<file path="config.mk">
export PLATFORM = sky130hd
export DESIGN_NAME = alpct_div
export DESIGN_NICKNAME = d
export VERILOG_FILES = /design/src/hw/rtl/alpct_pkg.sv /design/src/hw/rtl/alpct_div.sv
export SDC_FILE = /design/constraint.sdc
export NUM_CORES = 1
export LEC_CHECK = 0
export BUFFER_PORTS_ARGS = -buffer_cell sky130_fd_sc_hd__buf_2
export CAP_MARGIN = 25
export CELL_PAD_IN_SITES_DETAIL_PLACEMENT = 2
export CELL_PAD_IN_SITES_GLOBAL_PLACEMENT = 2
export CORE_ASPECT_RATIO = 0.5
export CORE_MARGIN = 2
export CORE_UTILIZATION = 30
export CTS_CLUSTER_DIAMETER = 80
export DETAILED_ROUTE_END_ITERATION = 8
export GPL_TIMING_DRIVEN = 0
export PLACE_DENSITY_LB_ADDON = 0.1
export SLEW_MARGIN = 20
export SYNTH_ARGS = -nofsm -noshare
export SYNTH_HDL_FRONTEND = slang
export SYNTH_SLANG_ARGS = --single-unit
</file>
<file path="constraint.sdc">
create_clock -name clk_i -period 2.1 [get_ports clk_i]
set_clock_uncertainty 0.2 [all_clocks]
set_input_delay 0.42 -clock clk_i [delete_from_list [all_inputs] [get_ports clk_i]]
set_output_delay 0.42 -clock clk_i [all_outputs]
set_load 0.02 [all_outputs]
</file>
<file path="src/hw/rtl/alpct_pkg.sv">
// ----------------------------------------------------------------------------
// alpct_pkg
// Shared types and codes for the allreduce phase completion tracker.
// ----------------------------------------------------------------------------
package alpct_pkg;

  localparam int unsigned DATA_W  = 40;
  localparam int unsigned DEST_W  = 16;
  localparam int unsigned BYTES_W = 32;
  localparam int unsigned DC_W    = 9;
  localparam int unsigned RPN_W   = 5;
  localparam int unsigned NODES_W = 7;
  localparam int unsigned TOTAL_W = 9;
  localparam int unsigned PROD_W  = 47;
  localparam int unsigned DIV_STEPS = 40;

  // input actions / classified request codes
  localparam logic [1:0] OP_START  = 2'd0;
  localparam logic [1:0] OP_BEGIN  = 2'd1;
  localparam logic [1:0] OP_ARRIVE = 2'd2;
  localparam logic [1:0] OP_BAD    = 2'd3;

  // phases
  localparam logic [2:0] PH_IDLE     = 3'd0;
  localparam logic [2:0] PH_LOCAL_RS = 3'd1;
  localparam logic [2:0] PH_INTER_RS = 3'd2;
  localparam logic [2:0] PH_INTER_AG = 3'd3;
  localparam logic [2:0] PH_LOCAL_AG = 3'd4;
  localparam logic [2:0] PH_DONE     = 3'd5;

  // status
  localparam logic [1:0] ST_OK      = 2'd0;
  localparam logic [1:0] ST_NOPHASE = 2'd1;
  localparam logic [1:0] ST_RANGE   = 2'd2;
  localparam logic [1:0] ST_REFUSED = 2'd3;

  // configuration register indexes
  localparam logic [2:0] CFG_RPN   = 3'd0;
  localparam logic [2:0] CFG_NODES = 3'd1;
  localparam logic [2:0] CFG_TOTAL = 3'd2;
  localparam logic [2:0] CFG_BYTES = 3'd3;
  localparam logic [2:0] CFG_FM    = 3'd4;

  typedef struct packed {
    logic [1:0]         op;
    logic [DEST_W-1:0]  dest;
    logic [BYTES_W-1:0] bytes;
  } item_t;

  typedef struct packed {
    logic [RPN_W-1:0]   rpn;
    logic [NODES_W-1:0] nodes;
    logic [TOTAL_W-1:0] total;
    logic [DATA_W-1:0]  data_bytes;
    logic               fullmesh;
  } cfg_t;

  typedef struct packed {
    logic               start;
    logic [DATA_W-1:0]  dividend;
    logic [NODES_W-1:0] divisor;
  } div_req_t;

  typedef struct packed {
    logic              done;
    logic [DATA_W-1:0] quot;
  } div_rsp_t;

  typedef struct packed {
    logic [2:0]      phase;
    logic            rank_fin;
    logic            phase_fin;
    logic            coll_fin;
    logic [DC_W-1:0] finished;
    logic [1:0]      status;
  } result_t;

endpackage

</file>
<file path="src/hw/rtl/alpct_div.sv">
// ----------------------------------------------------------------------------
// alpct_div
// Restoring divider, one quotient bit per cycle.
// ----------------------------------------------------------------------------
module alpct_div (
  input  logic                clk_i,
  input  logic                rst_ni,
  input  alpct_pkg::div_req_t req_i,
  output alpct_pkg::div_rsp_t rsp_o
);

  localparam int unsigned DW = alpct_pkg::DATA_W;
  localparam int unsigned VW = alpct_pkg::NODES_W;

  logic          busy_q, done_q;
  logic [5:0]    cnt_q;
  logic [DW-1:0] quo_q;
  logic [VW-1:0] rem_q, dsr_q;
  logic [VW:0]   rem_sh, rem_n;
  logic          ge;

  always_comb begin
    rem_sh = {rem_q, quo_q[DW-1]};
    ge     = rem_sh >= {1'b0, dsr_q};
    rem_n  = ge ? rem_sh - {1'b0, dsr_q} : rem_sh;
  end

  always_ff @(posedge clk_i or negedge rst_ni) begin
    if (!rst_ni) begin
      busy_q <= 1'b0;
      done_q <= 1'b0;
      cnt_q  <= '0;
    end else begin
      done_q <= busy_q && (cnt_q == 6'(alpct_pkg::DIV_STEPS - 1));
      if (req_i.start) begin
        busy_q <= 1'b1;
        cnt_q  <= '0;
      end else if (busy_q) begin
        cnt_q <= cnt_q + 6'd1;
        if (cnt_q == 6'(alpct_pkg::DIV_STEPS - 1)) begin
          busy_q <= 1'b0;
        end
      end
    end
  end

  always_ff @(posedge clk_i) begin
    if (req_i.start) begin
      quo_q <= req_i.dividend;
      rem_q <= '0;
      dsr_q <= req_i.divisor;
    end else if (busy_q) begin
      quo_q <= {quo_q[DW-2:0], ge};
      rem_q <= rem_n[VW-1:0];
    end
  end

  assign rsp_o.done = done_q;
  assign rsp_o.quot = quo_q;

endmodule

</file>
==> out/metrics.cfg <==
[status]
outcome = finished with violations
violations = setup timing

[synth]
synth_nets = 288
gate_count_of_the_mapped_netlist = 229
postSynthAreaPerCell_sq_um = 13.4
synth.yosys.warnings = 0
synth.cell_area_sq_um = 3070
postSynthRegisterBits = 62
postSynth.asyncResetShare = 0.129
yosysSeqAreaShare = 0.571
ys_dominant_reg_cell = sky130_fd_sc_hd__edfxtp_1
synth-edff-count = 47
post_synth_num_cell_types = 48

[finish]
antennaDiodeCount = 0
final_instance_area_sq_um = 4180
share_of_cells_above_drive_strength_1 = 0.542
nets = 399
layout_commonest_cell = sky130_fd_sc_hd__buf_2
area_delta_synth_final_pct = 36.1
layout_common_cells = sky130_fd_sc_hd__buf_2, sky130_fd_sc_hd__edfxtp_1, sky130_fd_sc_hd__mux2_2
filler_cell_count = 1083

[setup_path]
cp.arrival_ns = 2.31
worst-endpoint-required_ns = 2.14
worstSetupPathType = register to register
critical_path.endpoint_type = register
crit_fanout = 7
setup.worst_path.start_class = register

[power]
sequentialPowerShare = 0.366
comb_power_share = 0.263
vdd_ir_drop_max_uv = 461
leakagePower_nw = 1.76
net-switching-power_mw = 1.29
power.share.clock = 0.371
p_total_mw = 4.36
switching_share = 0.297
cell_internal_pwr_mw = 3.06
power.density_cell_area_nw_per_um2 = 1040

[hold_path]
worstHoldPathType = primary input to register

[place]
dp_worst_setup_slack_ns = -0.569
dp.final_hpwl_microns = 5970
io_buffer_count = 90
finalWeightedCongestion = 0.713
placement.cell_area_sq_um = 3720

[grt]
antenna_found_initial = 0
grt_pass1_wl_microns = 13100
grtUsageTotal = 0.159
via_count_of_the_first_global_routing_pass = 2514
overflow_after_grt = 0
grt_max_degree = 21

[detailed_routing]
vias_per_cell = 4.69
avgRoutedWirePerCell_microns = 17.5
drt_drc_violations_left = 0
drtIter0Drc = 102
routed_wl_microns = 8470
first_pass_iters = 4
antenna_violating_nets_post_route = 0
num_vias = 2274

[timing]
final-setup-viol-count = 8
finalSetupTns_ns = -1.02
minimum_setup_slack_in_the_final_design_ns = -0.173
timing.hold.ws_ns = 0.0618
final_min_period_over_clock_period = 1.08
unrepaired_setup_endpoints_after_global_routing = true
total_count_of_hold_check_failures_in_the_final_report = 0
timing.fmax_mhz = 440
worstMarginPinSlew_ns = 0.506
maxSlewHeadroom = 0.663
period_needed_ns = 2.27
slew_violations = 0

[die]
floorplan.initialDensity = 0.304
design.portCount = 91
rows = 26
fp.dieH_microns = 75.5
dieWidth_microns = 147
floorplan.core_area_sq_um = 10100
fp.dieArea_sq_um = 11100

[cts]
clock_insertion_delay_worst_skew_ns = 0.33
cts_buffers = 9
cts.htree.levels = 3
cts_tree = built
clkSlewWorstSetupHoldPaths_ns = 0.06
clk_path_buf_depth = 2
cts_root_buf = sky130_fd_sc_hd__clkbuf_16
clkSinkCount = 62

[run]
cap_violations = 0

[timing repair]
item / 4_1_cts / 5_1_grt
pin swaps: 6 / 7
gates resized for setup: 7 / 13
setup endpoints to repair: 48 / 45
hold buffers: 1 / 0
gates cloned: 1 / 0
endpoints found under the hold margin: 8 / 0
setup buffers: 6 / 3
[kinds of logic after synthesis]
| logic type | share of synthesized area |
|---|---|
| buffers and inverters | 0.0391 |
| AOI/OAI and AO/OA | 0.0868 |
| adders and majority gates | 0.0391 |
| DFF | 0.571 |
| muxes | 0.150 |
| xor gates and xnor gates | 0.0200 |
| and+or+nand+nor | 0.0946 |
[power by group through the flow]
stage               sequential [mW]  combinational, mW  clock, mW
floorplan                      1.71              0.608          0
finish                         1.59               1.15       1.62
global route                   1.62               1.25       1.71
detailed placement             1.62               1.03          0
CTS                            1.60               1.08       1.66
global placement               1.61               1.00          0
[critical path, stage by stage (launching register included)]
cell	delay, ns
sky130_fd_sc_hd__edfxtp_1	0.41
sky130_fd_sc_hd__ha_4	0.19
sky130_fd_sc_hd__fa_2	0.35
sky130_fd_sc_hd__nand2b_4	0.15
sky130_fd_sc_hd__a211o_1	0.26
sky130_fd_sc_hd__buf_6	0.14
sky130_fd_sc_hd__and3_4	0.21
sky130_fd_sc_hd__a311oi_2	0.27
[flip-flops by register name (all words and copies together) (netlist names)]
register / flops
quo_q: 40
rem_q: 7
done_q: 1
cnt_q: 6
busy_q: 1
dsr_q: 7
[per-stage QoR]
stage,util,instances
after floorplan,-,229
after global placement,0.369,459
after detailed placement,0.369,459
after CTS,0.410,482
after global routing,0.414,485
final,0.414,485
[routing by layer]
layer | global-route usage | routed length [microns]
met4 | 0.0513 | 93
met5 | 0 | 0
met1 | 0.184 | 3580
met3 | 0.0623 | 501
met2 | 0.281 | 4300
[synth_stat cells (4+ instances only)]
cell,number,area share
sky130_fd_sc_hd__a21o_1,4,0.0098
sky130_fd_sc_hd__a41oi_1,4,0.011
sky130_fd_sc_hd__clkbuf_1,7,0.0086
sky130_fd_sc_hd__dfrtp_1,8,0.065
sky130_fd_sc_hd__dfxtp_1,7,0.046
sky130_fd_sc_hd__edfxtp_1,47,0.46
sky130_fd_sc_hd__ha_1,8,0.033
sky130_fd_sc_hd__inv_1,12,0.015
sky130_fd_sc_hd__mux2_2,39,0.14
sky130_fd_sc_hd__nand2_1,8,0.0098
sky130_fd_sc_hd__nand2b_1,5,0.010
sky130_fd_sc_hd__nand4_1,5,0.010
sky130_fd_sc_hd__nor2_1,16,0.020
sky130_fd_sc_hd__nor3b_1,5,0.012
sky130_fd_sc_hd__xnor2_1,4,0.011
[cell type report]
cell class / instances / area (sq um) / area share
sequential: 62 / 1750 / 0.419
multi-input combinational: 142 / 1280 / 0.307
timing repair buffer: 100 / 528 / 0.126
clock buffer: 9 / 225 / 0.0539
tap: 140 / 175 / 0.0419
clock inverter: 7 / 96.3 / 0.0231
buffer: 13 / 72.6 / 0.0174
inverter: 12 / 45.0 / 0.0108
[final timing paths]
path,startpoint,end,slack (ns),cells after the start
setup / recovery,dsr_q[0],rem_q[2],-0.17,7
hold / removal,req_i[6],dsr_q[6],0.06,1
setup reg to reg,dsr_q[0],rem_q[2],-0.17,7
hold reg to reg,rem_q[1],rem_q[2],0.35,2
max in group asynchronous,rst_ni,cnt_q[5],1.25,2
min in group asynchronous,rst_ni,cnt_q[1],0.27,2
(Power assumes the default switching activity.)
