**src/hw/rtl/alpct_pkg.sv**
```systemverilog
// ----------------------------------------------------------------------------
// alpct_pkg
// Shared types and codes for the allreduce phase completion tracker.
// ----------------------------------------------------------------------------
package alpct_pkg;

  localparam int unsigned DATA_W  = 40;
  localparam int unsigned DEST_W  = 16;
  localparam int unsigned BYTES_W = 32;
  localparam int unsigned DC_W    = 9;
  localparam int unsigned RPN_W   = 5;
  localparam int unsigned NODES_W = 7;
  localparam int unsigned TOTAL_W = 9;
  localparam int unsigned PROD_W  = 47;
  localparam int unsigned DIV_STEPS = 40;

  // input actions / classified request codes
  localparam logic [1:0] OP_START  = 2'd0;
  localparam logic [1:0] OP_BEGIN  = 2'd1;
  localparam logic [1:0] OP_ARRIVE = 2'd2;
  localparam logic [1:0] OP_BAD    = 2'd3;

  // phases
  localparam logic [2:0] PH_IDLE     = 3'd0;
  localparam logic [2:0] PH_LOCAL_RS = 3'd1;
  localparam logic [2:0] PH_INTER_RS = 3'd2;
  localparam logic [2:0] PH_INTER_AG = 3'd3;
  localparam logic [2:0] PH_LOCAL_AG = 3'd4;
  localparam logic [2:0] PH_DONE     = 3'd5;

  // status
  localparam logic [1:0] ST_OK      = 2'd0;
  localparam logic [1:0] ST_NOPHASE = 2'd1;
  localparam logic [1:0] ST_RANGE   = 2'd2;
  localparam logic [1:0] ST_REFUSED = 2'd3;

  // configuration register indexes
  localparam logic [2:0] CFG_RPN   = 3'd0;
  localparam logic [2:0] CFG_NODES = 3'd1;
  localparam logic [2:0] CFG_TOTAL = 3'd2;
  localparam logic [2:0] CFG_BYTES = 3'd3;
  localparam logic [2:0] CFG_FM    = 3'd4;

  typedef struct packed {
    logic [1:0]         op;
    logic [DEST_W-1:0]  dest;
    logic [BYTES_W-1:0] bytes;
  } item_t;

  typedef struct packed {
    logic [RPN_W-1:0]   rpn;
    logic [NODES_W-1:0] nodes;
    logic [TOTAL_W-1:0] total;
    logic [DATA_W-1:0]  data_bytes;
    logic               fullmesh;
  } cfg_t;

  typedef struct packed {
    logic               start;
    logic [DATA_W-1:0]  dividend;
    logic [NODES_W-1:0] divisor;
  } div_req_t;

  typedef struct packed {
    logic              done;
    logic [DATA_W-1:0] quot;
  } div_rsp_t;

  typedef struct packed {
    logic [2:0]      phase;
    logic            rank_fin;
    logic            phase_fin;
    logic            coll_fin;
    logic [DC_W-1:0] finished;
    logic [1:0]      status;
  } result_t;

endpackage

```
**src/hw/rtl/alpct_front.sv**
```systemverilog
// ----------------------------------------------------------------------------
// alpct_front
// Input acceptance, request classification and a two-entry request queue.
// ----------------------------------------------------------------------------
module alpct_front (
  input  logic                              clk_i,
  input  logic                              rst_ni,
  input  logic                              in_valid_i,
  output logic                              in_ready_o,
  input  logic [1:0]                        action_i,
  input  logic [alpct_pkg::DEST_W-1:0]      dest_rank_i,
  input  logic [alpct_pkg::BYTES_W-1:0]     effective_bytes_i,
  input  logic [alpct_pkg::BYTES_W-1:0]     payload_bytes_i,
  output logic                              item_valid_o,
  output alpct_pkg::item_t                  item_o,
  input  logic                              item_pop_i
);

  alpct_pkg::item_t q_q [2];
  alpct_pkg::item_t new_item;
  logic             wr_q, rd_q;
  logic [1:0]       cnt_q;
  logic             push, pop;

  always_comb begin
    new_item.dest  = dest_rank_i;
    new_item.bytes = (effective_bytes_i != '0) ? effective_bytes_i : payload_bytes_i;
    case (action_i)
      alpct_pkg::OP_START:  new_item.op = alpct_pkg::OP_START;
      alpct_pkg::OP_BEGIN:  new_item.op = alpct_pkg::OP_BEGIN;
      alpct_pkg::OP_ARRIVE: new_item.op = alpct_pkg::OP_ARRIVE;
      default:              new_item.op = alpct_pkg::OP_BAD;
    endcase
  end

  assign in_ready_o   = (cnt_q != 2'd2);
  assign push         = in_valid_i && in_ready_o;
  assign item_valid_o = (cnt_q != 2'd0);
  assign pop          = item_pop_i && item_valid_o;
  assign item_o       = q_q[rd_q];

  always_ff @(posedge clk_i or negedge rst_ni) begin
    if (!rst_ni) begin
      wr_q  <= 1'b0;
      rd_q  <= 1'b0;
      cnt_q <= '0;
    end else begin
      if (push) wr_q <= ~wr_q;
      if (pop)  rd_q <= ~rd_q;
      cnt_q <= cnt_q + {1'b0, push} - {1'b0, pop};
    end
  end

  always_ff @(posedge clk_i) begin
    if (push) begin
      q_q[wr_q] <= new_item;
    end
  end

endmodule

```
**config.mk**
```make
export PLATFORM = sky130hd
export DESIGN_NAME = alpct_front
export DESIGN_NICKNAME = d
export VERILOG_FILES = /design/src/hw/rtl/alpct_pkg.sv /design/src/hw/rtl/alpct_front.sv
export SDC_FILE = /design/constraint.sdc
export NUM_CORES = 1
export LEC_CHECK = 0
export BUFFER_PORTS_ARGS = -buffer_cell sky130_fd_sc_hd__buf_2
export CORE_MARGIN = 1
export CORE_UTILIZATION = 55
export DETAILED_ROUTE_END_ITERATION = 6
export MAX_ROUTING_LAYER = met4
export PLACE_DENSITY_LB_ADDON = 0.08
export SETUP_SLACK_MARGIN = 0.3
export SYNTH_ARGS = -nofsm -noshare
export SYNTH_HDL_FRONTEND = slang
export SYNTH_SLANG_ARGS = --single-unit
```
**constraint.sdc**
```tcl
create_clock -name clk_i -period 5.5 [get_ports clk_i]
set_clock_uncertainty 0.15 [all_clocks]
set_input_delay 0.275 -clock clk_i [delete_from_list [all_inputs] [get_ports clk_i]]
set_output_delay 0.275 -clock clk_i [all_outputs]
set_load 0.01 [all_outputs]
```
==> summary.txt <==
Outcome
  – Status: finished clean

STA
  – Setup TNS: 0 ns
  – Post-layout min period: 2.47 ns
  – Max Clk Rate: 404 MHz
  – Worst Max-Slew Pin Slew: 0.588 ns
  – Slew Limit Fails: 0
  – Final Cycle Share: 45.0%
  – RSZ-0062 raised after global routing: no
  – Slew headroom: 60.8%
  – # setup viols final: 0
  – Final Hold Vio Count: 0

GRT
  – Initial antenna violation count: 1
  – Gr usage total: 22.2%
  – Grt total ovfl: 0
  – Largest net degree at the start of global routing: 38
  – Vias in the first global route: about 3000
  – First-pass GRT wire length: 13800 um

Cells and area
  – Final core utilization: around 73%
  – Layout cells sized above 1: 54.2%
  – P&R area growth vs syn: 25.7%
  – Fillers: 557
  – Final nets: 533

Setup path
  – Data required time of the worst path: approximately 5.1 ns
  – CP max stage delay: 0.61 ns
  – Crit path capture type: primary output
  – Crit path launch type: flip-flop
  – Crit-path max FO: 35
  – R2R Setup Slk: 3.39 ns
  – Crit path DAT: 2.05 ns
  – Critical Path Slowest Stage Cell: dfrtp_2
  – Worst setup path category: flip-flop to primary output
  – Worst path cell trace: buf_4 -> mux2_2 -> buf_2

Clock network
  – # clock sinks: 104
  – CTS Buf Count: 9
  – CTS tree: done
  – Post-CTS Setup Bufs: 0
  – Clk buf depth: 2
  – Root buf cell: clkbuf_8
  – Worst-path clk slew: 0.10 ns
  – Worst skew pair latency: 0.35 ns
  – CTS H-tree depth: 3

Synth
  – Post-synth top flop: edfxtp_1
  – Post-synthesis sequential area ratio: around two thirds
  – Yosys warns: 0
  – Unique cell type count in the Yosys netlist: 22
  – Syn Nets: 375
  – Async set-reset flop share out of synthesis: 3.85%
  – Post-synthesis cell area: 0.00455 sq mm
  – Number of flops mapped to enable cells by yosys: 100
  – #FFs+latches synth: 104
  – Syn Inst Count: 287
  – Syn Area/Cell: 15.9 sq um

Placed design
  – Dpl hpwl: 5840 um
  – Placer Congestion: between 0.8 and 0.9
  – Port Buffers: 137

Power
  – Peak VDD IR: between 0.2 and 0.25 mV
  – Pwr per Cell Area: 419 mW/mm^2
  – Tot Pwr: 2.40 mW
  – Leak: 2.38 nW

Detailed routing
  – Avg WL per Cell: 15.6 um
  – Number of vias per cell: slightly above 5
  – DRT Pass-1 Iters: 4
  – Routed Antenna Nets: 0
  – Total Wirelength: 8600 um
  – Initial drt markers: 126
  – # DRC: 0
  – Vias post-DR: approximately 2800

Floorplan
  – Width of the die: between 90 and 100 um
  – Row count: 32
  – Boundary Pins: 138
  – DIE HEIGHT: approximately 93 um
  – Die area: 0.00865 sq mm
  – Initial core utilization: 58.0%
  – Core Area: 0.00785 sq mm

Min path
  – Hold Crit Class: primary input to flip-flop

Run
  – Max cap viols: 0
[critical path: cells and delay by family, from the launching register on]
family / cells / cell delay (ns)
buf+inv: 2 / 0.64
flops: 1 / 0.61
mux: 1 / 0.40
[layout by cell type (no fill, tap or decap)]
master	instances
and2_1	1
and3_2	1
buf_2	137
buf_4	5
bufinv_16	1
clkbuf_8	9
clkinv_2	1
clkinv_4	1
clkinvlp_4	2
dfrtp_1	3
dfrtp_2	1
diode_2	1
dlygate4sd3_1	19
edfxtp_1	100
ha_1	2
inv_1	65
inv_6	1
inv_8	1
mux2_2	50
nand2_1	1
nand2b_1	1
nand4_1	1
nand4_2	1
nor2_4	1
nor4_1	7
nor4_2	1
o31ai_1	2
o31ai_2	30
or2_2	1
xnor2_1	3
xor2_1	1
[where the power goes]
group | internal [mW] | switching, mW | total (mW)
logic | 0.365 | 0.407 | 0.772
clock network | 0.215 | 0.261 | 0.477
registers | 1.08 | 0.0670 | 1.15
total | 1.66 | 0.735 | 2.40
[layer usage]
metal	vias to the layer above	routed length [um]	track usage, %	share of wire (%)
li1	1350	-	-	-
met3	13	518	5.45	6.0
met4	0	114	6.79	1.3
met5	-	0	-	0
met1	1350	3440	25.4	40
met2	96	4530	38.6	53
[registers in the layout (all words and copies together), names as in the netlist]
| register | flops |
|---|---|
| rd_q | 1 |
| q_q | 100 |
| wr_q | 1 |
| cnt_q | 2 |
[metrics by stage]
stage / instance area, sq um / hold slack [ns] / cells / setup slack, ns
after floorplan: 4550 / -0.171 / 287 / 2.13
after global placement: 5330 / -0.0599 / 517 / 3.36
after detailed placement: 5330 / -0.0613 / 517 / 3.22
after CTS: 5720 / 0.0450 / 552 / 2.99
after global routing: 5720 / 0.0515 / 553 / 2.90
final: 5720 / 0.0621 / 553 / 3.03
[cell usage after synthesis, types with 2 or more instances]
library cell | number | area [sq um]
buf_2 | 8 | 40.0
buf_6 | 3 | 33.8
clkbuf_1 | 3 | 11.3
dfrtp_1 | 4 | 100
edfxtp_1 | 100 | 3000
ha_1 | 2 | 25.0
inv_1 | 65 | 244
mux2_2 | 50 | 563
nor4_1 | 7 | 43.8
o31ai_1 | 2 | 15.0
o31ai_2 | 30 | 375
xnor2_1 | 3 | 26.3
[cell type report]
type | instances | area, sq um | share of cell area, %
Clock inverter | 7 | 78.8 | 1.38
Sequential cell | 104 | 3100 | 54.2
Inverter | 65 | 244 | 4.26
Antenna cell | 1 | 2.50 | 0.0437
Clock buffer | 9 | 124 | 2.16
Timing Repair Buffer | 161 | 913 | 16.0
Multi-Input combinational cell | 104 | 1130 | 19.7
Tap cell | 102 | 128 | 2.23
[what timing repair did]
action / in CTS / in global routing
gates resized for setup: 0 / 0
hold endpoints to repair: 40 / 0
hold buffers: 19 / 0
[kinds of logic after synthesis]
family                   count (synthesis)  synth area share [%]
AND/OR/NAND/NOR                         16                  2.36
XOR/XNOR                                 4                 0.770
buffers and inverters                   79                  7.23
multiplexers                            50                  12.4
adder cells (fa/ha/maj)                  2                 0.550
AO/OA/AOI/OAI                           32                  8.57
flip-flops                             104                  68.2
[worst paths after layout]
| path | start | depth (start not counted) | to |
|---|---|---|---|
| worst min register to register | cnt_q[0]$_DFF_PN0_ | 1 | cnt_q[0]$_DFF_PN0_ |
| worst max register to register | cnt_q[1]$_DFF_PN0_ | 4 | q_q[0][11]$_DFFE_PP_ |
| min in group asynchronous | rst_ni | 2 | rd_q$_DFFE_PN0P_ |
| max in group asynchronous | rst_ni | 2 | rd_q$_DFFE_PN0P_ |
| worst max-delay path | rd_q$_DFFE_PN0P_ | 3 | item_o[7] |
| worst min-delay path | effective_bytes_i[4] | 3 | q_q[0][4]$_DFFE_PP_ |
No activity file was read; power rests on OpenSTA's default activity.
