[config.mk]
export PLATFORM = sky130hd
export DESIGN_NAME = alpct_ram
export DESIGN_NICKNAME = d
export VERILOG_FILES = /design/src/hw/rtl/alpct_ram.sv
export SDC_FILE = /design/constraint.sdc
export NUM_CORES = 1
export LEC_CHECK = 0
export ABC_AREA = 1
export BUFFER_PORTS_ARGS = -buffer_cell sky130_fd_sc_hd__buf_2
export CORE_AREA = 8 8 106 108
export CTS_BUF_LIST = sky130_fd_sc_hd__clkbuf_16
export DETAILED_ROUTE_END_ITERATION = 16
export DIE_AREA = 0 0 114 116
export PLACE_DENSITY = 0.77
export SETUP_SLACK_MARGIN = 0.05
export SLEW_MARGIN = 20
export SYNTH_ARGS = -nofsm -noshare
export SYNTH_HDL_FRONTEND = slang
export SYNTH_SLANG_ARGS = --single-unit
[constraint.sdc]
create_clock -name clk_i -period 2.23 [get_ports clk_i]
set_clock_uncertainty 0.2 [all_clocks]
set_input_delay 0.446 -clock clk_i [delete_from_list [all_inputs] [get_ports clk_i]]
set_output_delay 0.446 -clock clk_i [all_outputs]
set_load 0.05 [all_outputs]
[src/hw/rtl/alpct_ram.sv]
// ----------------------------------------------------------------------------
// alpct_ram
// Generic single-port RAM with registered read data.
// ----------------------------------------------------------------------------
module alpct_ram #(
  parameter int unsigned WIDTH = 8,
  parameter int unsigned DEPTH = 16
) (
  input  logic                     clk_i,
  input  logic                     we_i,
  input  logic                     re_i,
  input  logic [$clog2(DEPTH)-1:0] addr_i,
  input  logic [WIDTH-1:0]         wdata_i,
  output logic [WIDTH-1:0]         rdata_o
);

  logic [WIDTH-1:0] mem_q [DEPTH];
  logic [WIDTH-1:0] rdata_q;

  always_ff @(posedge clk_i) begin
    if (we_i) begin
      mem_q[addr_i] <= wdata_i;
    end
    if (re_i) begin
      rdata_q <= mem_q[addr_i];
    end
  end

  assign rdata_o = rdata_q;

endmodule

==> impl_metrics.env, run 1 <==
export IMPL_core_um2=9550
export IMPL_antenna_found_initial=0
export IMPL_cts_buffers=17
export IMPL_worst_slack_ns=0.520
export IMPL_regToRegEndpoint="rdata_o[0]$_DFFE_PP_"
export IMPL_hold_class="in2reg"
export IMPL_htree_levels=4
export IMPL_finalWirelength_um=13100
export IMPL_p_clk_share_pct=47.5
export IMPL_ios=23
export IMPL_layout_commonest_cell="nand2_1"
export IMPL_hold_violations=0
export IMPL_grt_setup_unrepaired="false"
export IMPL_rows=36
export IMPL_period_needed_ns=1.71
export IMPL_cts_tree="built"
export IMPL_die_area_um2=13200
export IMPL_grt_ovfl_total=0
export IMPL_cts_buffer_depth=2
export IMPL_p_sw_share_pct=21.2
export IMPL_synth_distinct_cells=10
export IMPL_hpwl_um=7970
export IMPL_port_buffers=22
export IMPL_die_w_um=114
export IMPL_required_ns=2.32
export IMPL_area_growth_pct=17.6
export IMPL_grt_pass1_vias=3999
export IMPL_post_cts_buffers=0
export IMPL_critPathCapture="rdata_o[6]$_DFFE_PP_"
export IMPL_path_class="in2reg"
export IMPL_route_vias_total=3967
export IMPL_postCtsHoldBufs=0
export IMPL_ir_drop_mv=0.622
export IMPL_drv_cap=0
export IMPL_die_y_um=116
export IMPL_r2r_start="mem_q[15][0]$_DFFE_PP_"
export IMPL_power_density_nw_per_um2=941
export IMPL_worstRegToRegCells=8
export IMPL_end_kind="flip-flop"
export IMPL_wire_per_inst_um=17.7
export IMPL_worst_pin_slew_ns=0.636
export IMPL_finish_instance_area_um2=6670
export IMPL_seq_power_share_pct=46.2
export IMPL_ys_warnings_count=0
export IMPL_place_ws_ns=0.169
export IMPL_clock_sinks=136
export IMPL_crit_slowest_cell="buf_4"
export IMPL_switchingPower_w=0.00133
export IMPL_dr_first_iter_drc_count=331
export IMPL_drive_above_1_share_pct=12.7
export IMPL_slew_viol_final=0
export IMPL_crit_chain="buf_2 > buf_4 > nand2_1 > nand2_1 > nand2_1 > nand2_1 > nand2_1 > nand2_1 > inv_1 > nand2_1"
export IMPL_initial_core_util_pct=59.4
export IMPL_synth_seq_cells=136
export IMPL_cpPeakStageDelay_ns=0.52
export IMPL_timing_final_crit_share_pct=76.7
export IMPL_fmax_mhz=585
export IMPL_slew_limit_headroom_pct=57.6
export IMPL_drc_errors=0
export IMPL_fin_nets=608
export IMPL_seq_area_frac_synth_pct=72.0
export IMPL_detail_route_vias_per_cell=5.37
export IMPL_cp_max_fo=64
export IMPL_cts_resized=0
export IMPL_ant_nets=0
export IMPL_comb_power_share_pct=6.3
export IMPL_startpoint_type="primary input"
export IMPL_setup_violations=0
export IMPL_cp_common_cell="nand2_1"
export IMPL_clock_latency_ns=0.42
export IMPL_r2r_setup_slack_ns=0.83
export IMPL_avgSynthCellArea_um2=10.4
export IMPL_grt_max_degree=65
export IMPL_arrival_ns=1.80
export IMPL_diodes=0
export IMPL_grt_use_total_pct=21.1
export IMPL_clkSlewWorstSetupHoldPaths_ns=0.06
export IMPL_finalCoreUtilization_pct=69.8
export IMPL_finalSetupTns_ns=0
export IMPL_p_int_w=0.00494
export IMPL_critPathLaunch="addr_i[0]"
export IMPL_firstDrtPassIters=6
export IMPL_status="complete, no violations"
export IMPL_final_cell_mix="346 x nand2_1, 136 x edfxtp_1, 24 x buf_4"
export IMPL_grt_pass1_wl_um=20500
export IMPL_cellLeakagePower_nw=2.88
export IMPL_syn_area_um2=5670
export IMPL_synthCells=548
export IMPL_routabilityCongestion=0.936
export IMPL_synth_fp_nets=563
export IMPL_postPlaceCellArea_um2=6030
export IMPL_cts_root_buf="clkbuf_16"
## layer usage
metal  track usage [%]  vias up  share of wire, %  wire, um
li1                  -     1850                 -         -
met1              25.7     1874                40      5270
met2              34.9      209                49      6450
met3              5.05       34               8.5      1110
met4              9.94        0               2.2       283
met5                 0        -                 0         0
## worst max-delay path: cells and delay by family
kind | cells | cell delay, ns
simple gates | 7 | 0.63
buf+inv | 3 | 0.68
## worst min-delay path by stage
stage	startpoint	endpoint	cells past startpoint
finish	re_i	rdata_o[6]$_DFFE_PP_	1
global route	re_i	rdata_o[6]$_DFFE_PP_	1
CTS	re_i	rdata_o[6]$_DFFE_PP_	1
detailed placement	mem_q[0][3]$_DFFE_PP_	rdata_o[3]$_DFFE_PP_	8
global placement	mem_q[0][3]$_DFFE_PP_	rdata_o[3]$_DFFE_PP_	8
floorplan	wdata_i[0]	mem_q[0][0]$_DFFE_PP_	0
## power groups by stage
stage	Sequential (W)	Clock, W	Combinational (W)
6_report	0.00290	0.00298	0.000397
5_1_grt	0.00290	0.00311	0.000435
4_1_cts	0.00290	0.00300	0.000395
3_5_place_dp	0.00295	0	0.000387
3_3_place_gp	0.00295	0	0.000379
2_1_floorplan	0.00299	0	0.000197
## synth_stat cells
cell type / number / area share, %
edfxtp_1: 136 / 72
buf_2: 12 / 1.1
inv_2: 1 / 0.066
inv_1: 21 / 1.4
buf_4: 6 / 0.79
nand3_1: 4 / 0.35
clkinv_1: 1 / 0.066
nor2_1: 18 / 1.2
nand2_1: 346 / 23
clkbuf_1: 3 / 0.20
## registers in the layout (all words and copies together) (netlist names)
signal / cells
mem_q: 128
rdata_o: 8
## area by class of cell
type                       count  area [um2]
inverter                      23        86.3
fill                         653        2880
multi-input combinational    368        1390
sequential                   136        4080
timing repair buffer          47         310
clock buffer                  17         425
tap                          133         166
clock inverter                15         210
## cells by family (layout without fill, tap and decap cells)
kind of cell | after synthesis | count (layout) | synth area share [%]
buf+inv | 44 | 102 | 3.57
flops | 136 | 136 | 72.0
simple gates | 368 | 368 | 24.4
## stage by stage
stage / total power, W / instances / hold slack, ns
6_report: 0.00628 / 739 / 0.177
5_1_grt: 0.00644 / 739 / 0.177
4_1_cts: 0.00629 / 739 / 0.171
3_5_place_dp: 0.00334 / 707 / 0.579
3_3_place_gp: 0.00333 / 707 / 0.571
2_1_floorplan: 0.00319 / 548 / 0.345
(Power assumes the default switching activity.)
==> run 2: changes to the inputs <==
--- a/config.mk
+++ b/config.mk
@@ -7,11 +7,11 @@
 export LEC_CHECK = 0
 export ABC_AREA = 1
 export BUFFER_PORTS_ARGS = -buffer_cell sky130_fd_sc_hd__buf_2
-export CORE_AREA = 8 8 106 108
+export CORE_AREA = 8 8 111 113
 export CTS_BUF_LIST = sky130_fd_sc_hd__clkbuf_16
 export DETAILED_ROUTE_END_ITERATION = 16
-export DIE_AREA = 0 0 114 116
-export PLACE_DENSITY = 0.77
+export DIE_AREA = 0 0 119 121
+export PLACE_DENSITY = 0.74
 export SETUP_SLACK_MARGIN = 0.05
 export SLEW_MARGIN = 20
 export SYNTH_ARGS = -nofsm -noshare
==> constraint.sdc (replaced) <==
create_clock -name clk_i -period 1.37 [get_ports clk_i]
set_clock_uncertainty 0.2 [all_clocks]
set_input_delay 0.274 -clock clk_i [delete_from_list [all_inputs] [get_ports clk_i]]
set_output_delay 0.274 -clock clk_i [all_outputs]
set_load 0.05 [all_outputs]
==> run 2 against run 1 <==
  * The flow now finishes with violations (setup timing)
  * Critical path depth fell by 9
  * Die area rose by 8.9%
  * Sequential power rose by 63%
  * Largest power group is now registers
  * Critical path type is now reg2out
  * Power rose by 62%
  * Clock power rose by 56%
  * Utilization fell by 3.8 points
  * Register-to-register slack got worse by 0.84 ns
  * Final area rose by 5.0%
  * Combinational power rose by 96%
  * Critical endpoint is now rdata_o[3]
  * Global-route usage fell by 2.7 points
==> impl_metrics.env, run 2 (synthesized netlist as in run 1, its figures left out) <==
export IMPL_clock_latency_ns=0.41
export IMPL_antenna_found_initial=0
export IMPL_path_class="reg2out"
export IMPL_timing_final_crit_share_pct=105
export IMPL_seq_power_share_pct=46.5
export IMPL_htree_levels=4
export IMPL_slew_viol_final=0
export IMPL_drc_errors=0
export IMPL_core_um2=10600
export IMPL_cts_root_buf="clkbuf_16"
export IMPL_diodes=0
export IMPL_finish_instance_area_um2=7000
export IMPL_period_needed_ns=1.44
export IMPL_p_sw_share_pct=21.7
export IMPL_final_cell_mix="323 x nand2_1, 136 x edfxtp_1, 23 x nand2_2"
export IMPL_hold_violations=0
export IMPL_clkSlewWorstSetupHoldPaths_ns=0.06
export IMPL_path_delay_family="flip-flops"
export IMPL_cts_buffer_depth=2
export IMPL_ant_nets=0
export IMPL_cts_buffers=17
export IMPL_clock_sinks=136
export IMPL_cellLeakagePower_nw=2.89
export IMPL_drv_cap=0
export IMPL_die_w_um=119
export IMPL_grt_ovfl_total=0
export IMPL_die_y_um=121
export IMPL_ios=23
export IMPL_drive_above_1_share_pct=20.0
export IMPL_power_density_nw_per_um2=1450
export IMPL_path_buf_inv=1
export IMPL_p_int_w=0.00794
export IMPL_port_buffers=22
export IMPL_comb_power_share_pct=7.7
export IMPL_rows=38
export IMPL_largest_reg_flops=128
export IMPL_whs_ns=0.0876
export IMPL_hpwl_um=7870
export IMPL_cpPeakStageDelay_ns=0.39
export IMPL_routabilityCongestion=0.878
export IMPL_grt_pass1_wl_um=19900
export IMPL_hold_class="in2reg"
export IMPL_grt_use_total_pct=18.4
export IMPL_dr_first_iter_drc_count=295
export IMPL_end_kind="primary output"
export IMPL_worst_pin_slew_ns=0.451
export IMPL_die_area_um2=14400
export IMPL_regMostFlops="mem_q"
export IMPL_firstDrtPassIters=5
export IMPL_place_ws_ns=-0.333
export IMPL_crit_chain="buf_6"
export IMPL_fin_nets=602
export IMPL_route_vias_total=3877
export IMPL_cts_tree="built"
export IMPL_worst_slack_ns=-0.0664
export IMPL_grt_pass1_vias=3757
export IMPL_required_ns=0.90
export IMPL_setup_violations=9
export IMPL_ir_drop_mv=1.03
export IMPL_arrival_ns=0.96
export IMPL_fmax_mhz=696
export IMPL_grt_setup_unrepaired="true"
export IMPL_finalWirelength_um=12700
export IMPL_cp_max_fo=1
export IMPL_p_clk_share_pct=45.8
export IMPL_detail_route_vias_per_cell=5.25
export IMPL_status="finished, violations left"
export IMPL_startpoint_type="flip-flop"
export IMPL_grt_max_degree=46
export IMPL_switchingPower_w=0.00220
export IMPL_area_growth_pct=23.4
export IMPL_postPlaceCellArea_um2=6280
export IMPL_violations="setup timing"
export IMPL_wire_per_inst_um=17.1
export IMPL_layout_commonest_cell="nand2_1"
export IMPL_slew_limit_headroom_pct=69.9
export IMPL_crit_slowest_cell="edfxtp_1"
export IMPL_initial_core_util_pct=53.5
-- run 2: worst register-to-register path: stages, from the launching register on --
cell	delay (ns)
edfxtp_1	0.37
nand2_1	0.07
nand2_1	0.05
nand2_1	0.08
nand2_1	0.07
nand2_1	0.10
nand2_1	0.06
inv_1	0.07
nand2_1	0.05
-- run 2: path summary, 6_finish.rpt --
kind	from	to	slack [ns]	cells after the start
max reg2reg	mem_q[4][4]$_DFFE_PP_	rdata_o[4]$_DFFE_PP_	-0.01	8
min	wdata_i[1]	mem_q[2][1]$_DFFE_PP_	0.09	1
min reg2reg	mem_q[8][7]$_DFFE_PP_	rdata_o[7]$_DFFE_PP_	0.58	8
max	rdata_o[3]$_DFFE_PP_	rdata_o[3]	-0.07	1
-- run 2: what timing repair did --
action	in CTS	in global routing
resized for setup	19	20
hold endpoints to repair	8	0
pin swaps	14	31
buffers inserted	0	0
endpoints found under the setup margin	15	16
hold buffers	1	0
-- run 2: per-stage QoR --
| stage | util [%] | total power, W | cells | setup TNS (ns) |
|---|---|---|---|---|
| after floorplan | - | 0.00527 | 548 | -3.78 |
| after CTS | 65.6 | 0.0102 | 739 | -0.641 |
| final | 66.0 | 0.0101 | 739 | -0.463 |
| after global routing | 66.0 | 0.0104 | 739 | -0.934 |
| after detailed placement | 59.2 | 0.00552 | 707 | -34.80 |
| after global placement | 59.2 | 0.00551 | 707 | -31.06 |
-- run 2: cell type report --
class	instances	area, um2
Clock inverter	14	183
Tap cell	140	175
Multi-Input combinational cell	368	1630
Clock buffer	17	425
Sequential cell	136	4080
Timing Repair Buffer	41	393
Inverter	23	111
Fill cell	772	3600
-- run 2: power by group through the flow --
stage | Combinational (W) | Sequential [W] | Clock [W]
floorplan | 0.000399 | 0.00487 | 0
global placement | 0.000714 | 0.00480 | 0
detailed placement | 0.000724 | 0.00480 | 0
CTS | 0.000763 | 0.00472 | 0.00468
global route | 0.000848 | 0.00473 | 0.00485
finish | 0.000780 | 0.00472 | 0.00465
-- run 2: layer usage --
layer	wire length (um)	global-route usage, %	vias to the layer above
met5	0	0	-
met4	298	8.93	0
met3	967	4.98	29
met2	6210	30.1	168
met1	5190	22.3	1837
li1	-	-	1843
