## src/hw/rtl/alpct_pkg.sv

```systemverilog
// ----------------------------------------------------------------------------
// alpct_pkg
// Shared types and codes for the allreduce phase completion tracker.
// ----------------------------------------------------------------------------
package alpct_pkg;

  localparam int unsigned DATA_W  = 40;
  localparam int unsigned DEST_W  = 16;
  localparam int unsigned BYTES_W = 32;
  localparam int unsigned DC_W    = 9;
  localparam int unsigned RPN_W   = 5;
  localparam int unsigned NODES_W = 7;
  localparam int unsigned TOTAL_W = 9;
  localparam int unsigned PROD_W  = 47;
  localparam int unsigned DIV_STEPS = 40;

  // input actions / classified request codes
  localparam logic [1:0] OP_START  = 2'd0;
  localparam logic [1:0] OP_BEGIN  = 2'd1;
  localparam logic [1:0] OP_ARRIVE = 2'd2;
  localparam logic [1:0] OP_BAD    = 2'd3;

  // phases
  localparam logic [2:0] PH_IDLE     = 3'd0;
  localparam logic [2:0] PH_LOCAL_RS = 3'd1;
  localparam logic [2:0] PH_INTER_RS = 3'd2;
  localparam logic [2:0] PH_INTER_AG = 3'd3;
  localparam logic [2:0] PH_LOCAL_AG = 3'd4;
  localparam logic [2:0] PH_DONE     = 3'd5;

  // status
  localparam logic [1:0] ST_OK      = 2'd0;
  localparam logic [1:0] ST_NOPHASE = 2'd1;
  localparam logic [1:0] ST_RANGE   = 2'd2;
  localparam logic [1:0] ST_REFUSED = 2'd3;

  // configuration register indexes
  localparam logic [2:0] CFG_RPN   = 3'd0;
  localparam logic [2:0] CFG_NODES = 3'd1;
  localparam logic [2:0] CFG_TOTAL = 3'd2;
  localparam logic [2:0] CFG_BYTES = 3'd3;
  localparam logic [2:0] CFG_FM    = 3'd4;

  typedef struct packed {
    logic [1:0]         op;
    logic [DEST_W-1:0]  dest;
    logic [BYTES_W-1:0] bytes;
  } item_t;

  typedef struct packed {
    logic [RPN_W-1:0]   rpn;
    logic [NODES_W-1:0] nodes;
    logic [TOTAL_W-1:0] total;
    logic [DATA_W-1:0]  data_bytes;
    logic               fullmesh;
  } cfg_t;

  typedef struct packed {
    logic               start;
    logic [DATA_W-1:0]  dividend;
    logic [NODES_W-1:0] divisor;
  } div_req_t;

  typedef struct packed {
    logic              done;
    logic [DATA_W-1:0] quot;
  } div_rsp_t;

  typedef struct packed {
    logic [2:0]      phase;
    logic            rank_fin;
    logic            phase_fin;
    logic            coll_fin;
    logic [DC_W-1:0] finished;
    logic [1:0]      status;
  } result_t;

endpackage

```

## src/hw/rtl/alpct_back.sv

```systemverilog
// ----------------------------------------------------------------------------
// alpct_back
// Request execution: size division, phase entry with table sweep, counter
// read-modify-write and the result register.
// ----------------------------------------------------------------------------
module alpct_back #(
  parameter int unsigned MAX_RANKS   = 256,
  parameter int unsigned COUNT_WIDTH = 48
) (
  input  logic                          clk_i,
  input  logic                          rst_ni,
  input  alpct_pkg::cfg_t               cfg_i,
  input  logic                          item_valid_i,
  input  alpct_pkg::item_t              item_i,
  output logic                          item_pop_o,
  output alpct_pkg::div_req_t           div_req_o,
  input  alpct_pkg::div_rsp_t           div_rsp_i,
  output logic                          ram_we_o,
  output logic                          ram_re_o,
  output logic [$clog2(MAX_RANKS)-1:0]  ram_addr_o,
  output logic [COUNT_WIDTH:0]          ram_wdata_o,
  input  logic [COUNT_WIDTH:0]          ram_rdata_i,
  output logic                          out_valid_o,
  input  logic                          out_ready_i,
  output alpct_pkg::result_t            res_o
);

  localparam int unsigned AW = $clog2(MAX_RANKS);
  localparam int unsigned CW = COUNT_WIDTH;
  localparam int unsigned PW = alpct_pkg::PROD_W;
  localparam int unsigned EW = (CW > PW) ? CW : PW;
  localparam int unsigned DW = alpct_pkg::DATA_W;
  localparam logic [CW-1:0] CNT_MAX = '1;

  localparam logic [2:0] S_IDLE = 3'd0;
  localparam logic [2:0] S_UPD  = 3'd1;
  localparam logic [2:0] S_DIV  = 3'd2;
  localparam logic [2:0] S_MUL  = 3'd3;
  localparam logic [2:0] S_SAT  = 3'd4;
  localparam logic [2:0] S_CLR  = 3'd5;
  localparam logic [2:0] S_RES  = 3'd6;

  logic [2:0]                   state_q, state_d;
  logic [1:0]                   dstep_q, dstep_d;
  logic [2:0]                   phase_q, phase_d, target_q, target_d;
  logic                         latch_q, latch_d;
  logic [alpct_pkg::DC_W-1:0]   dc_q, dc_d, dc_inc;
  logic [CW-1:0]                exp_q, exp_d;
  logic [DW-1:0]                seg_q, seg_d, inter_q, inter_d, ring_q, ring_d;
  logic [PW-1:0]                prod_q, prod_d;
  logic [AW-1:0]                clr_q, clr_d, dest_q, dest_d;
  logic [alpct_pkg::BYTES_W-1:0] bytes_q, bytes_d;
  logic [1:0]                   status_q, status_d;
  logic                         out_valid_q;
  alpct_pkg::result_t           out_q, out_d;
  logic                         out_load, out_free;

  logic [alpct_pkg::RPN_W-1:0]   rpn1, rpnm1;
  logic [alpct_pkg::NODES_W-1:0] nodes1, nodesm1;
  logic [alpct_pkg::DEST_W-1:0]  act;
  logic [44:0]                   m_seg;
  logic [PW-1:0]                 m_int;
  logic [CW:0]                   sum;
  logic [CW-1:0]                 sat;
  logic                          reached;
  logic [EW-1:0]                 prod_e;

  always_comb begin
    rpn1    = (cfg_i.rpn == '0) ? alpct_pkg::RPN_W'(1) : cfg_i.rpn;
    nodes1  = (cfg_i.nodes == '0) ? alpct_pkg::NODES_W'(1) : cfg_i.nodes;
    rpnm1   = rpn1 - alpct_pkg::RPN_W'(1);
    nodesm1 = nodes1 - alpct_pkg::NODES_W'(1);
    act     = (alpct_pkg::DEST_W'(cfg_i.total) > alpct_pkg::DEST_W'(MAX_RANKS)) ?
              alpct_pkg::DEST_W'(MAX_RANKS) : alpct_pkg::DEST_W'(cfg_i.total);
    m_seg   = seg_q * rpnm1;
    m_int   = inter_q * nodesm1;
    sum     = {1'b0, ram_rdata_i[CW-1:0]} + (CW+1)'(bytes_q);
    sat     = sum[CW] ? CNT_MAX : sum[CW-1:0];
    reached = (sat >= exp_q) && !ram_rdata_i[CW];
    dc_inc  = dc_q + alpct_pkg::DC_W'(1);
    prod_e  = EW'(prod_q);
  end

  assign out_free = !out_valid_q || out_ready_i;

  always_comb begin
    state_d  = state_q;
    dstep_d  = dstep_q;
    phase_d  = phase_q;
    target_d = target_q;
    latch_d  = latch_q;
    dc_d     = dc_q;
    exp_d    = exp_q;
    seg_d    = seg_q;
    inter_d  = inter_q;
    ring_d   = ring_q;
    prod_d   = prod_q;
    clr_d    = clr_q;
    dest_d   = dest_q;
    bytes_d  = bytes_q;
    status_d = status_q;
    item_pop_o = 1'b0;
    div_req_o  = '0;
    ram_we_o   = 1'b0;
    ram_re_o   = 1'b0;
    ram_addr_o = clr_q;
    ram_wdata_o = '0;
    out_load = 1'b0;
    out_d.phase     = phase_q;
    out_d.rank_fin  = 1'b0;
    out_d.phase_fin = 1'b0;
    out_d.coll_fin  = 1'b0;
    out_d.finished  = dc_q;
    out_d.status    = status_q;

    case (state_q)
      S_IDLE: begin
        if (item_valid_i) begin
          item_pop_o = 1'b1;
          status_d   = alpct_pkg::ST_OK;
          case (item_i.op)
            alpct_pkg::OP_START: begin
              target_d = alpct_pkg::PH_LOCAL_RS;
              div_req_o.start    = 1'b1;
              div_req_o.dividend = cfg_i.data_bytes;
              div_req_o.divisor  = alpct_pkg::NODES_W'(rpn1);
              dstep_d  = 2'd0;
              state_d  = S_DIV;
            end
            alpct_pkg::OP_BEGIN: begin
              if (latch_q && (phase_q == alpct_pkg::PH_LOCAL_RS ||
                              phase_q == alpct_pkg::PH_INTER_RS ||
                              phase_q == alpct_pkg::PH_INTER_AG)) begin
                target_d = phase_q + 3'd1;
                state_d  = S_MUL;
              end else begin
                status_d = alpct_pkg::ST_REFUSED;
                state_d  = S_RES;
              end
            end
            alpct_pkg::OP_ARRIVE: begin
              if (phase_q == alpct_pkg::PH_IDLE || phase_q == alpct_pkg::PH_DONE) begin
                status_d = alpct_pkg::ST_NOPHASE;
                state_d  = S_RES;
              end else if (item_i.dest >= act) begin
                status_d = alpct_pkg::ST_RANGE;
                state_d  = S_RES;
              end else begin
                ram_re_o   = 1'b1;
                ram_addr_o = item_i.dest[AW-1:0];
                dest_d     = item_i.dest[AW-1:0];
                bytes_d    = item_i.bytes;
                state_d    = S_UPD;
              end
            end
            default: begin
              status_d = alpct_pkg::ST_REFUSED;
              state_d  = S_RES;
            end
          endcase
        end
      end
      S_UPD: begin
        if (out_free) begin
          ram_we_o    = 1'b1;
          ram_addr_o  = dest_q;
          ram_wdata_o = {ram_rdata_i[CW] | reached, sat};
          out_load    = 1'b1;
          state_d     = S_IDLE;
          if (reached) begin
            dc_d           = dc_inc;
            out_d.rank_fin = 1'b1;
            out_d.finished = dc_inc;
            if (alpct_pkg::DEST_W'(dc_inc) >= act) begin
              latch_d         = 1'b1;
              out_d.phase_fin = 1'b1;
              if (phase_q == alpct_pkg::PH_LOCAL_AG) begin
                phase_d        = alpct_pkg::PH_DONE;
                out_d.phase    = alpct_pkg::PH_DONE;
                out_d.coll_fin = 1'b1;
              end
            end
          end
        end
      end
      S_DIV: begin
        if (div_rsp_i.done) begin
          case (dstep_q)
            2'd0: begin
              seg_d = div_rsp_i.quot;
              div_req_o.start    = 1'b1;
              div_req_o.dividend = div_rsp_i.quot;
              div_req_o.divisor  = nodes1;
              dstep_d = 2'd1;
            end
            2'd1: begin
              inter_d = div_rsp_i.quot;
              div_req_o.start    = 1'b1;
              div_req_o.dividend = seg_q;
              div_req_o.divisor  = alpct_pkg::NODES_W'(rpn1);
              dstep_d = 2'd2;
            end
            default: begin
              ring_d  = div_rsp_i.quot;
              state_d = S_MUL;
            end
          endcase
        end
      end
      S_MUL: begin
        if (target_q == alpct_pkg::PH_LOCAL_RS && !cfg_i.fullmesh) begin
          prod_d = PW'(ring_q);
        end else if (target_q == alpct_pkg::PH_LOCAL_RS ||
                     target_q == alpct_pkg::PH_LOCAL_AG) begin
          prod_d = PW'(m_seg);
        end else begin
          prod_d = m_int;
        end
        state_d = S_SAT;
      end
      S_SAT: begin
        if (prod_q == '0) begin
          exp_d = CW'(1);
        end else if (prod_e > EW'(CNT_MAX)) begin
          exp_d = CNT_MAX;
        end else begin
          exp_d = CW'(prod_q);
        end
        phase_d = target_q;
        dc_d    = '0;
        latch_d = 1'b0;
        clr_d   = '0;
        state_d = S_CLR;
      end
      S_CLR: begin
        ram_we_o   = 1'b1;
        ram_addr_o = clr_q;
        clr_d      = clr_q + AW'(1);
        if (clr_q == AW'(MAX_RANKS - 1)) begin
          state_d = S_RES;
        end
      end
      S_RES: begin
        if (out_free) begin
          out_load = 1'b1;
          state_d  = S_IDLE;
        end
      end
      default: state_d = S_IDLE;
    endcase
  end

  always_ff @(posedge clk_i or negedge rst_ni) begin
    if (!rst_ni) begin
      state_q     <= S_IDLE;
      dstep_q     <= '0;
      phase_q     <= alpct_pkg::PH_IDLE;
      target_q    <= alpct_pkg::PH_IDLE;
      latch_q     <= 1'b0;
      dc_q        <= '0;
      exp_q       <= CW'(1);
      seg_q       <= '0;
      inter_q     <= '0;
      clr_q       <= '0;
      status_q    <= alpct_pkg::ST_OK;
      out_valid_q <= 1'b0;
    end else begin
      state_q  <= state_d;
      dstep_q  <= dstep_d;
      phase_q  <= phase_d;
      target_q <= target_d;
      latch_q  <= latch_d;
      dc_q     <= dc_d;
      exp_q    <= exp_d;
      seg_q    <= seg_d;
      inter_q  <= inter_d;
      clr_q    <= clr_d;
      status_q <= status_d;
      if (out_load) begin
        out_valid_q <= 1'b1;
      end else if (out_ready_i) begin
        out_valid_q <= 1'b0;
      end
    end
  end

  always_ff @(posedge clk_i) begin
    ring_q  <= ring_d;
    prod_q  <= prod_d;
    dest_q  <= dest_d;
    bytes_q <= bytes_d;
    if (out_load) begin
      out_q <= out_d;
    end
  end

  assign out_valid_o = out_valid_q;
  assign res_o       = out_q;

endmodule

```

## config.mk

```make
export PLATFORM = sky130hd
export DESIGN_NAME = alpct_back
export DESIGN_NICKNAME = d
export VERILOG_FILES = /design/src/hw/rtl/alpct_pkg.sv /design/src/hw/rtl/alpct_back.sv
export SDC_FILE = /design/constraint.sdc
export NUM_CORES = 2
export LEC_CHECK = 0
export ABC_AREA = 1
export BUFFER_PORTS_ARGS = -buffer_cell sky130_fd_sc_hd__buf_2
export CELL_PAD_IN_SITES_DETAIL_PLACEMENT = 0
export CELL_PAD_IN_SITES_GLOBAL_PLACEMENT = 1
export CORE_ASPECT_RATIO = 0.6
export CORE_UTILIZATION = 40
export DETAILED_ROUTE_END_ITERATION = 6
export GPL_TIMING_DRIVEN = 1
export MAX_ROUTING_LAYER = met4
export PLACE_DENSITY = 0.83
export SLEW_MARGIN = 5
export SYNTH_ARGS = -nofsm -noshare
export SYNTH_HDL_FRONTEND = slang
export SYNTH_SLANG_ARGS = --single-unit
```

## constraint.sdc

```tcl
create_clock -name clk_i -period 5.75 [get_ports clk_i]
set_input_delay 0.575 -clock clk_i [delete_from_list [all_inputs] [get_ports clk_i]]
set_output_delay 0.575 -clock clk_i [all_outputs]
set_load 0.03 [all_outputs]
```

==> impl_metrics.tcl <==
set metrics [dict create \
    synthesis.area_um2 32200 \
    crit_family "adder cells" \
    clk_pin_slew_ns 0.06 \
    skew_ns 0.0319 \
    io-pin-count 332 \
    initial_core_util 0.405 \
    synth_edf_count 144 \
    r2r_setup_slack_ns 0.55 \
    cap_violations 0 \
    synthDistinctLibCells 64 \
    drt_pass1_iterations 7 \
    avgSynthCellArea_um2 7.65 \
    cp-start-kind "input port" \
    worst-path-max-fanout 8 \
    tns_ns 0 \
    cts_buffer_depth 3 \
    stdcell_count 6074 \
    placed_area_um2 39000 \
    track_usage 0.311 \
    ys_seq_area_frac 0.258 \
    grt_pass1_wl_um 187000 \
    overflow 0 \
    r2r_start "inter_q[19]$_DFFE_PN0P_" \
    synth.top_cells.by_area "fa_1 19%, edfxtp_1 13%, dfrtp_1 12%" \
    yosys.area.top_type "fa_1" \
    antenna_found_initial 12 \
    core_area_um2 79600 \
    cts_tree "done" \
    cts_made_buffers 38 \
    layout_commonest_cell "nand2_1" \
    wl_per_cell_um 20.6 \
    n_fill_cell 7741 \
    fin_crit_ns 5.68 \
    worst_slew_pin_slew_ns 1.04 \
    cp_data_required_time_ns 6.19 \
    drt-initial-drc-count 2867 \
    die_w_um 368 \
    root_buffer "clkbuf_16" \
    clk_latency_ns 0.60 \
    syn_to_final_growth_pct 29.7 \
    end_kind "flip-flop" \
    nets 5702 \
    crit_arrival_ns 6.12 \
    slowest_stage "fa_1" \
    cts_htree_levels 2 \
    hold_viol 0 \
    maxSlewHeadroom 0.307 \
    status "completed" \
    clock_sinks 303 \
    cp_num_cells 31 \
    vias 31777 \
    place_hpwl_um 102000 \
    die-area_um2 81700 \
    crit_type "input port to flip-flop" \
    dp_slack_ns -0.904 \
    numPortBuffers 331 \
    crit_path_frequent_cell "fa_1" \
    synth_flop_cell "dfrtp_1" \
    gp_congestion 1.09 \
    fin_area_um2 41800 \
    drc 0 \
    grt_pass1_vias 30573 \
    clock.fmax_ghz 0.176 \
    period_share 0.989 \
    hold_path_class "input port to flip-flop" \
    syn_inst 4209 \
    dpl.cell_count 5970 \
    std_cell_rows 80 \
    ys_ff_latch 303 \
    timing.final.max_slew_violations 0 \
    r2r-end "prod_q[24]$_DFFE_PP_" \
    rsz0062_at_grt "true" \
    die_h_um 222 \
    grt_max_degree 107 \
    layout_common_cells "842 x nand2_1, 700 x inv_1, 517 x nor2_1, 461 x buf_4, 325 x buf_2" \
    worst_slack_ns 0.0660 \
    min_from "item_i[13]" \
    synth_top_area_share 0.189 \
    r2r_cells 20 \
    setup_viol 0 \
    cp_slowest_stage_delay_ns 0.55 \
    wirelength_um 125000 \
    hold_path_depth 1 \
    ys_warn_count 0 \
    via_per_inst 5.23 \
    holdPathEnd "bytes_q[13]$_DFFE_PP_" \
    syn_nets 4943 \
    crit_buf_inv 10 \
    ant_nets 0 \
    drive_gt1_frac 0.243 \
    register_area_um2 8300 \
    multiInputGateArea_um2 22200 \
    synthArstFlopShare 0.525 \
]
-- cell type report --
| type | instances | area share |
|---|---|---|
| Tap cell | 1066 | 0.0319 |
| Clock buffer | 46 | 0.0245 |
| Clock inverter | 24 | 0.00743 |
| Timing Repair Buffer | 827 | 0.139 |
| Multi-Input combinational cell | 3054 | 0.531 |
| Antenna cell | 10 | 0.000599 |
| Timing Repair inverter | 1 | 0.000120 |
| Sequential cell | 303 | 0.199 |
| Inverter | 743 | 0.0670 |
-- routing by layer --
metal | part of all wire | vias up | GRT usage
met4 | 0.015 | 0 | 0.0534
met2 | 0.40 | 1301 | 0.416
li1 | - | 15007 | -
met3 | 0.12 | 109 | 0.0967
met1 | 0.47 | 15360 | 0.461
met5 | 0 | - | -
-- timing repair --
item / CTS / global route
hold buffers: 1 / 0
pin swaps: 3 / 131
gates cloned: 0 / 4
endpoints found under the setup margin: 5 / 37
buffers inserted: 0 / 22
gates resized for setup: 11 / 287
hold endpoints to repair: 12 / 0
-- cell families (layout without fill, tap and decap cells) --
logic type | count (synthesis) | after routing | share of synthesized area
compound gates | 762 | 762 | 0.134
xor+xnor | 56 | 56 | 0.0152
other cells | 0 | 10 | 0
flops | 303 | 303 | 0.258
simple gates | 1707 | 1707 | 0.215
mux | 1 | 1 | 0.000311
fa+ha+maj | 528 | 528 | 0.276
buf+inv | 852 | 1641 | 0.101
-- worst max-delay path by stage --
| stage | startpoint | endpoint | slack, ns |
|---|---|---|---|
| floorplan | cfg_i[52] | prod_q[43]$_SDFFCE_PP0P_ | 0.003 |
| global placement | cfg_i[54] | prod_q[39]$_DFFE_PP_ | -0.92 |
| detailed placement | cfg_i[54] | prod_q[39]$_DFFE_PP_ | -0.90 |
| CTS | cfg_i[54] | prod_q[39]$_DFFE_PP_ | -0.05 |
| global route | cfg_i[53] | prod_q[24]$_DFFE_PP_ | -0.11 |
| finish | cfg_i[53] | prod_q[24]$_DFFE_PP_ | 0.07 |
-- flip-flops by register name, indices dropped and copies added, names as in the netlist, 2 cells and up --
| register | flops |
|---|---|
| bytes_q | 32 |
| clr_q | 8 |
| dc_q | 9 |
| dest_q | 8 |
| dstep_q | 2 |
| exp_q | 47 |
| inter_q | 40 |
| phase_q | 3 |
| prod_q | 47 |
| res_o | 17 |
| ring_q | 40 |
| seg_q | 40 |
| state_q | 3 |
| status_q | 2 |
| target_q | 3 |
-- through the flow --
| stage | hold WS, ns | utilization |
|---|---|---|
| after floorplan | 0.279 | - |
| after global placement | 0.441 | 0.491 |
| after detailed placement | 0.445 | 0.491 |
| after CTS | 0.134 | 0.508 |
| after global routing | 0.144 | 0.525 |
| final | 0.175 | 0.525 |
-- cell usage after synthesis (29+ instances only) --
cell type    n
a31oi_1     64
fa_1       304
ha_1       224
nand3_1    128
nor2_1     574
xnor2_1     29
dfrtp_1    158
edfxtp_1   144
o211ai_1    54
clkbuf_1    83
inv_1      729
nand2_1    873
o21ai_0    282
a21oi_1    261
Power is not shown: default switching activity piles up to over one toggle a cycle in this logic, so the estimate is an artifact.
